--- config.mk ---
export PLATFORM = sky130hd
export DESIGN_NAME = gear_limited_slew_drive_flat
export DESIGN_NICKNAME = d
export VERILOG_FILES = /design/src/design/gsd_pkg.sv /design/src/design/gsd_if.sv /design/src/design/gsd_limit_regs.sv /design/src/design/gsd_drive_calc.sv /design/src/design/gear_limited_slew_drive.sv /design/src/flat_wrapper.sv
export SDC_FILE = /design/constraint.sdc
export NUM_CORES = 1
export LEC_CHECK = 0
export ABC_AREA = 1
export ABC_CLOCK_PERIOD_IN_PS = 13200
export BUFFER_PORTS_ARGS = -buffer_cell sky130_fd_sc_hd__buf_2
export CAP_MARGIN = 20
export CORE_MARGIN = 2
export CORE_UTILIZATION = 64
export CTS_BUF_LIST = sky130_fd_sc_hd__clkbuf_4 sky130_fd_sc_hd__clkbuf_8 sky130_fd_sc_hd__clkbuf_16
export DETAILED_ROUTE_END_ITERATION = 6
export PLACE_DENSITY = 0.84
export SETUP_SLACK_MARGIN = 0.4
export SLEW_MARGIN = 20
export SYNTH_ARGS = -nofsm -noshare
export SYNTH_HDL_FRONTEND = slang
export SYNTH_SLANG_ARGS = --single-unit
--- constraint.sdc ---
create_clock -name clk -period 13.2 [get_ports clk]
set_input_delay 0.66 -clock clk [delete_from_list [all_inputs] [get_ports clk]]
set_output_delay 0.66 -clock clk [all_outputs]
set_load 0.02 [all_outputs]
--- src/design/gsd_pkg.sv ---
// gsd_pkg: shared types and constants for the gear limited slew drive.
// No dependencies; used by the submodules and the top level.
`timescale 1ns / 1ps
`default_nettype none

package gsd_pkg;

  localparam int unsigned NUM_LIMITS = 8;
  localparam int unsigned LIMIT_W    = 8;
  localparam int unsigned INDEX_W    = 3;
  localparam int unsigned REQ_W      = 9;
  localparam int unsigned DRIVE_W    = 8;
  // Working width for slew math: holds +/-255 and current speed +/- step.
  localparam int unsigned CALC_W     = 10;

  localparam logic signed [CALC_W-1:0] NOISE_THRESHOLD = 10'sd10;
  localparam logic signed [CALC_W-1:0] SLEW_STEP       = 10'sd3;
  localparam logic signed [CALC_W-1:0] DRIVE_MAX       = 10'sd127;

  typedef enum logic [1:0] {
    GEAR_REVERSE      = 2'd0,
    GEAR_LOW          = 2'd1,
    GEAR_HIGH         = 2'd2,
    GEAR_FAST_REVERSE = 2'd3
  } gear_t;

  typedef enum logic [INDEX_W-1:0] {
    LOW_GEAR_LIMIT           = 3'd0,
    HIGH_GEAR_LIMIT          = 3'd1,
    REVERSE_GEAR_LIMIT       = 3'd2,
    REVERSE_HIGH_LIMIT       = 3'd3,
    BOOST_LOW_LIMIT          = 3'd4,
    BOOST_HIGH_LIMIT         = 3'd5,
    BOOST_REVERSE_LIMIT      = 3'd6,
    BOOST_REVERSE_HIGH_LIMIT = 3'd7
  } limit_idx_t;

  typedef logic signed [LIMIT_W-1:0] limit_t;

  localparam limit_t LIMIT_RESET [NUM_LIMITS] = '{
    8'sd64, 8'sd108, -8'sd64, -8'sd108, 8'sd74, 8'sd127, -8'sd64, -8'sd127
  };

  // Configuration write, as seen by the limit register file.
  typedef struct packed {
    logic                 en;
    logic [INDEX_W-1:0]   index;
    logic [LIMIT_W-1:0]   data;
  } cfg_wr_t;

  // Limits chosen for the item in flight.
  typedef struct packed {
    limit_t primary;    // limit picked by gear and boost
    limit_t secondary;  // boost fast-reverse limit
    logic   dual;       // apply the secondary clip as well
  } limit_sel_t;

endpackage

`default_nettype wire

--- src/design/gsd_if.sv ---
// gsd_if: valid/ready channel interfaces for drive requests and drive results.
// Depends on nothing but the field widths given here.
`timescale 1ns / 1ps
`default_nettype none

interface gsd_in_if;
  logic              valid;
  logic              ready;
  logic signed [8:0] speed_request;
  logic [1:0]        gear;
  logic              boost;
  logic              drift;

  modport source (output valid, speed_request, gear, boost, drift, input ready);
  modport sink   (input valid, speed_request, gear, boost, drift, output ready);
endinterface

interface gsd_out_if;
  logic              valid;
  logic              ready;
  logic signed [7:0] front_speed;
  logic signed [7:0] rear_speed;

  modport source (output valid, front_speed, rear_speed, input ready);
  modport sink   (input valid, front_speed, rear_speed, output ready);
endinterface

`default_nettype wire

--- src/design/gsd_limit_regs.sv ---
// gsd_limit_regs: eight signed clip limit registers and gear/boost selection.
// Depends on gsd_pkg.
`timescale 1ns / 1ps
`default_nettype none

module gsd_limit_regs (
  input  wire logic               clk,
  input  wire logic               rst,
  input  wire gsd_pkg::cfg_wr_t   cfg_wr,
  input  wire gsd_pkg::gear_t     gear,
  input  wire logic               boost,
  output gsd_pkg::limit_sel_t     sel
);

  gsd_pkg::limit_t limits [gsd_pkg::NUM_LIMITS];
  gsd_pkg::limit_idx_t base_idx;
  gsd_pkg::limit_idx_t pick_idx;

  always_ff @(posedge clk) begin
    if (rst) begin
      for (int i = 0; i < gsd_pkg::NUM_LIMITS; i++) begin
        limits[i] <= gsd_pkg::LIMIT_RESET[i];
      end
    end else if (cfg_wr.en) begin
      limits[cfg_wr.index] <= gsd_pkg::limit_t'(cfg_wr.data);
    end
  end

  // Map gear onto the non-boost slot, then move to the boost set when boost is set.
  always_comb begin
    case (gear)
      gsd_pkg::GEAR_REVERSE:      base_idx = gsd_pkg::REVERSE_GEAR_LIMIT;
      gsd_pkg::GEAR_LOW:          base_idx = gsd_pkg::LOW_GEAR_LIMIT;
      gsd_pkg::GEAR_HIGH:         base_idx = gsd_pkg::HIGH_GEAR_LIMIT;
      gsd_pkg::GEAR_FAST_REVERSE: base_idx = gsd_pkg::REVERSE_HIGH_LIMIT;
      default:                    base_idx = gsd_pkg::LOW_GEAR_LIMIT;
    endcase
    pick_idx = gsd_pkg::limit_idx_t'({boost, base_idx[1:0]});
    sel.primary   = limits[pick_idx];
    sel.secondary = limits[gsd_pkg::BOOST_REVERSE_HIGH_LIMIT];
    sel.dual      = boost && (gear == gsd_pkg::GEAR_REVERSE);
  end

endmodule

`default_nettype wire

--- src/design/gsd_drive_calc.sv ---
// gsd_drive_calc: one tick of gear clip, slew limit, ramp-down and drift logic.
// Depends on gsd_pkg; purely combinational.
`timescale 1ns / 1ps
`default_nettype none

module gsd_drive_calc (
  input  wire logic signed [8:0]  speed_request,
  input  wire logic               drift,
  input  wire gsd_pkg::limit_sel_t sel,
  input  wire logic signed [7:0]  current_speed,
  output logic signed [7:0]       front_speed,
  output logic signed [7:0]       rear_speed
);

  typedef logic signed [gsd_pkg::CALC_W-1:0] calc_t;

  function automatic calc_t clip_val(input calc_t v, input calc_t lim);
    calc_t r;
    r = v;
    if (v > 0 && v > lim) r = lim;
    if (v < 0 && v < lim) r = lim;
    return r;
  endfunction

  function automatic logic signed [7:0] sat_drive(input calc_t v);
    calc_t r;
    r = v;
    if (v > gsd_pkg::DRIVE_MAX)  r = gsd_pkg::DRIVE_MAX;
    if (v < -gsd_pkg::DRIVE_MAX) r = -gsd_pkg::DRIVE_MAX;
    return r[7:0];
  endfunction

  calc_t req, lim_a, lim_b, cur;
  calc_t geared, clipped, mag, slewed, ramp, ramp_mag;

  always_comb begin
    req   = {speed_request[8], speed_request};
    lim_a = {{2{sel.primary[7]}}, sel.primary};
    lim_b = {{2{sel.secondary[7]}}, sel.secondary};
    cur   = {{2{current_speed[7]}}, current_speed};

    geared  = clip_val(req, lim_a);
    clipped = sel.dual ? clip_val(geared, lim_b) : geared;
    mag     = (clipped < 0) ? -clipped : clipped;

    // Drive: limit the step away from the current speed.
    if (clipped < 0) begin
      slewed = clip_val(clipped, cur - gsd_pkg::SLEW_STEP);
    end else begin
      slewed = clip_val(clipped, cur + gsd_pkg::SLEW_STEP);
    end

    // Coast: step toward zero, snap small values to zero.
    if (cur > 0) begin
      ramp = cur - gsd_pkg::SLEW_STEP;
    end else if (cur < 0) begin
      ramp = cur + gsd_pkg::SLEW_STEP;
    end else begin
      ramp = cur;
    end
    ramp_mag = (ramp < 0) ? -ramp : ramp;
    if (ramp_mag < gsd_pkg::NOISE_THRESHOLD) begin
      ramp = '0;
    end

    if (mag > gsd_pkg::NOISE_THRESHOLD) begin
      front_speed = sat_drive(slewed);
      rear_speed  = drift ? 8'sd0 : front_speed;
    end else begin
      front_speed = sat_drive(ramp);
      rear_speed  = front_speed;
    end
  end

endmodule

`default_nettype wire

--- src/design/gear_limited_slew_drive.sv ---
// gear_limited_slew_drive: top level of the gear limited slew drive controller.
// Depends on gsd_pkg, gsd_if, gsd_limit_regs and gsd_drive_calc.
`timescale 1ns / 1ps
`default_nettype none

// Channel    | Dir | Handshake     | Payload
// -----------+-----+---------------+------------------------------------------
// drive_in   | in  | valid / ready | speed_request s9, gear u2, boost, drift
// drive_out  | out | valid / ready | front_speed s8, rear_speed s8
// cfg        | in  | cfg_wr_en     | cfg_index u3, cfg_wr_data s8 (no read)
//
// One tick per cycle unless the output stalls: a transfer lands in the input
// register, then an advance loads the result register and the current speed
// from it. The current speed register is the only loop.
// Synchronous reset clears both valid flags and the current speed and reloads
// the limit registers. A stalled output holds its result; the input register
// takes a new item in the same cycle that the result register drains.

module gear_limited_slew_drive (
  input  wire logic        clk,
  input  wire logic        rst,
  gsd_in_if.sink           drive_in,
  gsd_out_if.source        drive_out,
  input  wire logic        cfg_wr_en,
  input  wire logic [2:0]  cfg_index,
  input  wire logic [7:0]  cfg_wr_data
);

  // Input register.
  logic              in_valid;
  logic signed [8:0] in_speed;
  logic [1:0]        in_gear;
  logic              in_boost;
  logic              in_drift;

  // Result register and slew state.
  logic              out_valid;
  logic signed [7:0] out_front;
  logic signed [7:0] out_rear;
  logic signed [7:0] current_speed;

  logic              advance;
  logic              in_xfer;
  logic signed [7:0] front_next;
  logic signed [7:0] rear_next;

  gsd_pkg::cfg_wr_t    cfg_wr;
  gsd_pkg::limit_sel_t limit_sel;

  // Advance a valid input register whenever the result register is empty or draining.
  assign advance        = in_valid && (!out_valid || drive_out.ready);
  assign drive_in.ready = !in_valid || advance;
  assign in_xfer        = drive_in.valid && drive_in.ready;

  assign drive_out.valid       = out_valid;
  assign drive_out.front_speed = out_front;
  assign drive_out.rear_speed  = out_rear;

  assign cfg_wr.en    = cfg_wr_en;
  assign cfg_wr.index = cfg_index;
  assign cfg_wr.data  = cfg_wr_data;

  gsd_limit_regs u_limits (
    .clk    (clk),
    .rst    (rst),
    .cfg_wr (cfg_wr),
    .gear   (gsd_pkg::gear_t'(in_gear)),
    .boost  (in_boost),
    .sel    (limit_sel)
  );

  gsd_drive_calc u_calc (
    .speed_request (in_speed),
    .drift         (in_drift),
    .sel           (limit_sel),
    .current_speed (current_speed),
    .front_speed   (front_next),
    .rear_speed    (rear_next)
  );

  // Control state.
  always_ff @(posedge clk) begin
    if (rst) begin
      in_valid      <= 1'b0;
      out_valid     <= 1'b0;
      current_speed <= '0;
    end else begin
      if (drive_in.ready) begin
        in_valid <= drive_in.valid;
      end
      if (advance) begin
        out_valid     <= 1'b1;
        current_speed <= front_next;
      end else if (drive_out.ready) begin
        out_valid <= 1'b0;
      end
    end
  end

  // Payload: hold unless a transfer or an advance loads it.
  always_ff @(posedge clk) begin
    if (in_xfer) begin
      in_speed <= drive_in.speed_request;
      in_gear  <= drive_in.gear;
      in_boost <= drive_in.boost;
      in_drift <= drive_in.drift;
    end
    if (advance) begin
      out_front <= front_next;
      out_rear  <= rear_next;
    end
  end

`ifndef SYNTHESIS
  // Front drive is saturated to the symmetric range.
  a_front_range: assert property (@(posedge clk) disable iff (rst)
    out_valid |-> out_front != -8'sd128)
    else $error("front speed outside drive range");

  // Rear drive is the front value or zero under drift.
  a_rear_follows: assert property (@(posedge clk) disable iff (rst)
    out_valid |-> (out_rear == out_front || out_rear == 8'sd0))
    else $error("rear speed neither front speed nor zero");

  // Slew state tracks the last produced front value.
  a_state_tracks: assert property (@(posedge clk) disable iff (rst)
    advance |=> current_speed == out_front)
    else $error("current speed out of step with result");

  // A pending result with a full input register blocks new transfers.
  a_block_full: assert property (@(posedge clk) disable iff (rst)
    (in_valid && out_valid && !drive_out.ready) |-> !drive_in.ready)
    else $error("input accepted while pipeline is full");
`endif

endmodule

`default_nettype wire
--- src/flat_wrapper.sv ---
// flat-port wrapper written by rule: the top's interface ports become plain ports
module gear_limited_slew_drive_flat 
  (clk, rst, cfg_wr_en, cfg_index, cfg_wr_data, drive_in_valid, drive_in_speed_request, drive_in_gear, drive_in_boost, drive_in_drift, drive_in_ready, drive_out_valid, drive_out_front_speed, drive_out_rear_speed, drive_out_ready);
  gsd_in_if drive_in_i ();
  gsd_out_if drive_out_i ();
  input  wire logic clk;
  input  wire logic rst;
  input  wire logic cfg_wr_en;
  input  wire logic [2:0] cfg_index;
  input  wire logic [7:0] cfg_wr_data;
  input wire logic [$bits(drive_in_i.valid)-1:0] drive_in_valid;
  input wire logic [$bits(drive_in_i.speed_request)-1:0] drive_in_speed_request;
  input wire logic [$bits(drive_in_i.gear)-1:0] drive_in_gear;
  input wire logic [$bits(drive_in_i.boost)-1:0] drive_in_boost;
  input wire logic [$bits(drive_in_i.drift)-1:0] drive_in_drift;
  output wire logic [$bits(drive_in_i.ready)-1:0] drive_in_ready;
  output wire logic [$bits(drive_out_i.valid)-1:0] drive_out_valid;
  output wire logic [$bits(drive_out_i.front_speed)-1:0] drive_out_front_speed;
  output wire logic [$bits(drive_out_i.rear_speed)-1:0] drive_out_rear_speed;
  input wire logic [$bits(drive_out_i.ready)-1:0] drive_out_ready;
  assign drive_in_i.valid = drive_in_valid;
  assign drive_in_i.speed_request = drive_in_speed_request;
  assign drive_in_i.gear = drive_in_gear;
  assign drive_in_i.boost = drive_in_boost;
  assign drive_in_i.drift = drive_in_drift;
  assign drive_in_ready = drive_in_i.ready;
  assign drive_out_valid = drive_out_i.valid;
  assign drive_out_front_speed = drive_out_i.front_speed;
  assign drive_out_rear_speed = drive_out_i.rear_speed;
  assign drive_out_i.ready = drive_out_ready;
  gear_limited_slew_drive u_core (.clk(clk), .rst(rst), .drive_in(drive_in_i), .drive_out(drive_out_i), .cfg_wr_en(cfg_wr_en), .cfg_index(cfg_index), .cfg_wr_data(cfg_wr_data));
endmodule
==> run summary <==
Arrival time worst endpoint -> 8220 ps
Pre-Repair DR Iteration Count -> 7
Met1 Routed Length -> 7694 um
Top sig layer -> met4
Vias/cell -> 5.728
Initial Util -> 0.6544
Crit path from -> u_core.in_gear[1]$_DFFE_PP_
Gates resized, CTS repair -> 0
First-pass GRT wire length -> 26,650 um
Largest net degree at the start of global routing -> 36
#FFs+latches synth -> 103
Setup Buffers After CTS -> 0
GRT Total Usage -> 0.2922
Fin crit share -> 0.6132
Post-synthesis sequential area ratio -> 0.4237
Critical-path cell with the highest stage delay -> ha_1
PwrDens -> 187.5 nW/um2
Asr flop ratio synth -> 0
DRT Wirelength -> 16,410 um
Commonest non-fill, non-tap cell in the layout -> nand2_1
Worst-path fanout max -> 24
IO buf count -> 46
Worst Setup End Kind -> register
Die ar. -> 11,890 um2
Yosys warnings -> 0
I/O Pins -> 47
EDFF count, synth -> 93
Ant diodes -> 0
Worst slew pin tran -> 733.9 ps
RR Startpoint -> u_core.in_gear[1]$_DFFE_PP_
Cells after synthesis -> 870
Overflow after GRT -> 0
Dominant cells by area after synthesis -> edfxtp_1 40%, nand2_1 9.9%, ha_1 8.0%
Crit-path most repeated cell -> nand2_1
Synth unique cells -> 46
Clock latency on the worst-skew pair -> 380 ps
ANT nets after route -> 0
Vert. Die Dim -> 109.1 um
Clock-pin slew on the worst setup and hold paths -> 100 ps
Maximum clock frequency -> 0.1235 GHz
CP startpoint kind -> register
Count of final hold-check violations -> 0
Setup slack after layout -> 5106 ps
Max Cap Violations -> 0
R2R cell count -> 54
Std-Cell Rows -> 38
CTS sink cnt -> 103
TNS Setup -> 0 ps
Die Wd -> 109.1 um
Initial antenna violation count -> 0
Root Driver -> clkbuf_8
Routed wl met3 -> 1399 um
Synthesized Nets -> 944
Crit path to -> u_core.drive_out.rear_speed[5]$_DFFE_PP_
Worst slack at placement -> 5209 ps
Netlist Area Pre-Place -> 7063 um2
DRC viols -> 0
DR WL/cell -> 15.51 um
Cts bufs inserted -> 9
Setup violators final -> 0
DR vias -> 6,060
Ys flop type -> edfxtp_1
Iter 0 DRT Violations -> 757
GPL Wtd Cong -> 0.9334
Worst rel slew slack -> 0.5077
Syn-to-layout area delta -> 7.670%
Fin nets -> 987
Peak supply drop -> 131.3 uV
Fin. max-slew vios -> 0
Leakage -> 3.488 nW
Post-synth top area share -> 0.3954
R2R Path End -> u_core.drive_out.rear_speed[5]$_DFFE_PP_
CTS tree -> built
Status -> complete, no violations
CP Class -> register to register
HPWL after DPL -> 12,600 um
Final setup skew -> 13.98 ps
Syn_area_per_cell -> 8.118 um2
Share of cells above drive strength 1 -> 0.1503
Area leader, netlist -> edfxtp_1
R2R Setup Slk -> 5110 ps
Metal2 WL -> 7054 um
Total chip power -> 1.426 mW
Core area -> 10,790 um2
Hold Path Class -> input port to register
WP data required -> 13,330 ps
HP Start -> drive_in_speed_request[6]
CTS max path bufs -> 2
Max stage delay on crit path -> 740 ps
H-tree levels -> 3
Vias in the first global route -> 5,484
Commonest non-fill, non-tap cells in the layout -> 186 x nand2_1, 119 x inv_1, 107 x nor2_1, 93 x edfxtp_1, 64 x nand3_1
Min Tclk post-route -> 8094 ps
CTS Hold Bufs -> 0
RSZ-0062 raised after global routing -> no
-- worst min-delay path by stage --
stage / to / slack, ps / cells after the start
floorplan: u_core.drive_out.valid$_SDFFE_PP0P_ / 570 / 2
global placement: u_core.drive_out.valid$_SDFFE_PP0P_ / 500 / 2
detailed placement: u_core.drive_out.valid$_SDFFE_PP0P_ / 500 / 2
CTS: u_core.in_speed[6]$_DFFE_PP_ / 440 / 1
global route: u_core.in_speed[6]$_DFFE_PP_ / 440 / 1
finish: u_core.in_speed[6]$_DFFE_PP_ / 450 / 1
-- area by class of cell --
cell class / instances / area [um2]
multi-input combinational: 626 / 3500
fill: 855 / 3188
sequential: 103 / 2993
inverter: 126 / 480.5
timing repair buffer: 47 / 237.7
tap: 140 / 175.2
clock buffer: 9 / 123.9
clock inverter: 7 / 95.09
-- synthesized netlist by cell type, types with 9 or more instances --
library cell / number
nand2_2: 27
nand3_2: 11
dfxtp_1: 10
o22ai_1: 9
nand2_4: 11
inv_1: 119
ha_1: 45
xor2_1: 10
nor2_1: 107
edfxtp_1: 93
nand2_1: 186
a21oi_1: 46
o21ai_1: 13
o21ai_0: 44
nand3_1: 64
clkbuf_1: 9
-- power by group --
| group | total (mW) | switching, mW | internal (mW) | leakage [nW] |
|---|---|---|---|---|
| sequential | 0.427 | 0.0180 | 0.409 | 0.984 |
| clock | 0.210 | 0.117 | 0.0932 | 0.111 |
| combinational | 0.789 | 0.536 | 0.253 | 2.39 |
| total | 1.43 | 0.670 | 0.756 | 3.49 |
-- routing by layer --
layer	vias up	global-route usage
met1	2774	0.4360
met4	0	0.08608
li1	2985	-
met5	-	0
met3	30	0.06097
met2	271	0.4295
-- critical path: cells and delay by family, from the launching register on --
| family | cells | cell delay [ps] |
|---|---|---|
| AOI/OAI and AO/OA | 11 | 1850 |
| adders and majority gates | 4 | 1730 |
| buffers and inverters | 8 | 680 |
| DFF | 1 | 390 |
| and+or+nand+nor | 31 | 3160 |
-- kinds of logic (layout without fill, tap and decap cells) --
group | count (synthesis) | after routing | synth area share
AO/OA/AOI/OAI | 139 | 139 | 0.1137
XOR/XNOR | 12 | 12 | 0.01488
adder cells (fa/ha/maj) | 45 | 45 | 0.07972
buffers and inverters | 141 | 189 | 0.08078
flip-flops | 103 | 103 | 0.4237
AND/OR/NAND/NOR | 430 | 430 | 0.2872
-- sequential cells by signal (all words and copies together), names as in the netlist --
register / count
u_core.u_limits.limits: 64
u_core.in_speed: 9
u_core.current_speed: 8
u_core.drive_out.front_speed: 8
u_core.drive_out.rear_speed: 8
u_core.in_gear: 2
u_core.drive_out.valid: 1
u_core.in_boost: 1
u_core.in_drift: 1
u_core.in_valid: 1
-- metrics by stage --
stage	cells	util	hold WS (ps)	area, um2
5_1_grt	1058	0.7046	439.9	7605
3_5_place_dp	1042	0.6843	497.3	7386
6_report	1058	0.7046	453.1	7605
4_1_cts	1058	0.7046	440.8	7605
3_3_place_gp	1042	0.6843	501.3	7386
2_1_floorplan	870	-	574.7	7063
Note: power is estimated with default switching activity, not from simulation.
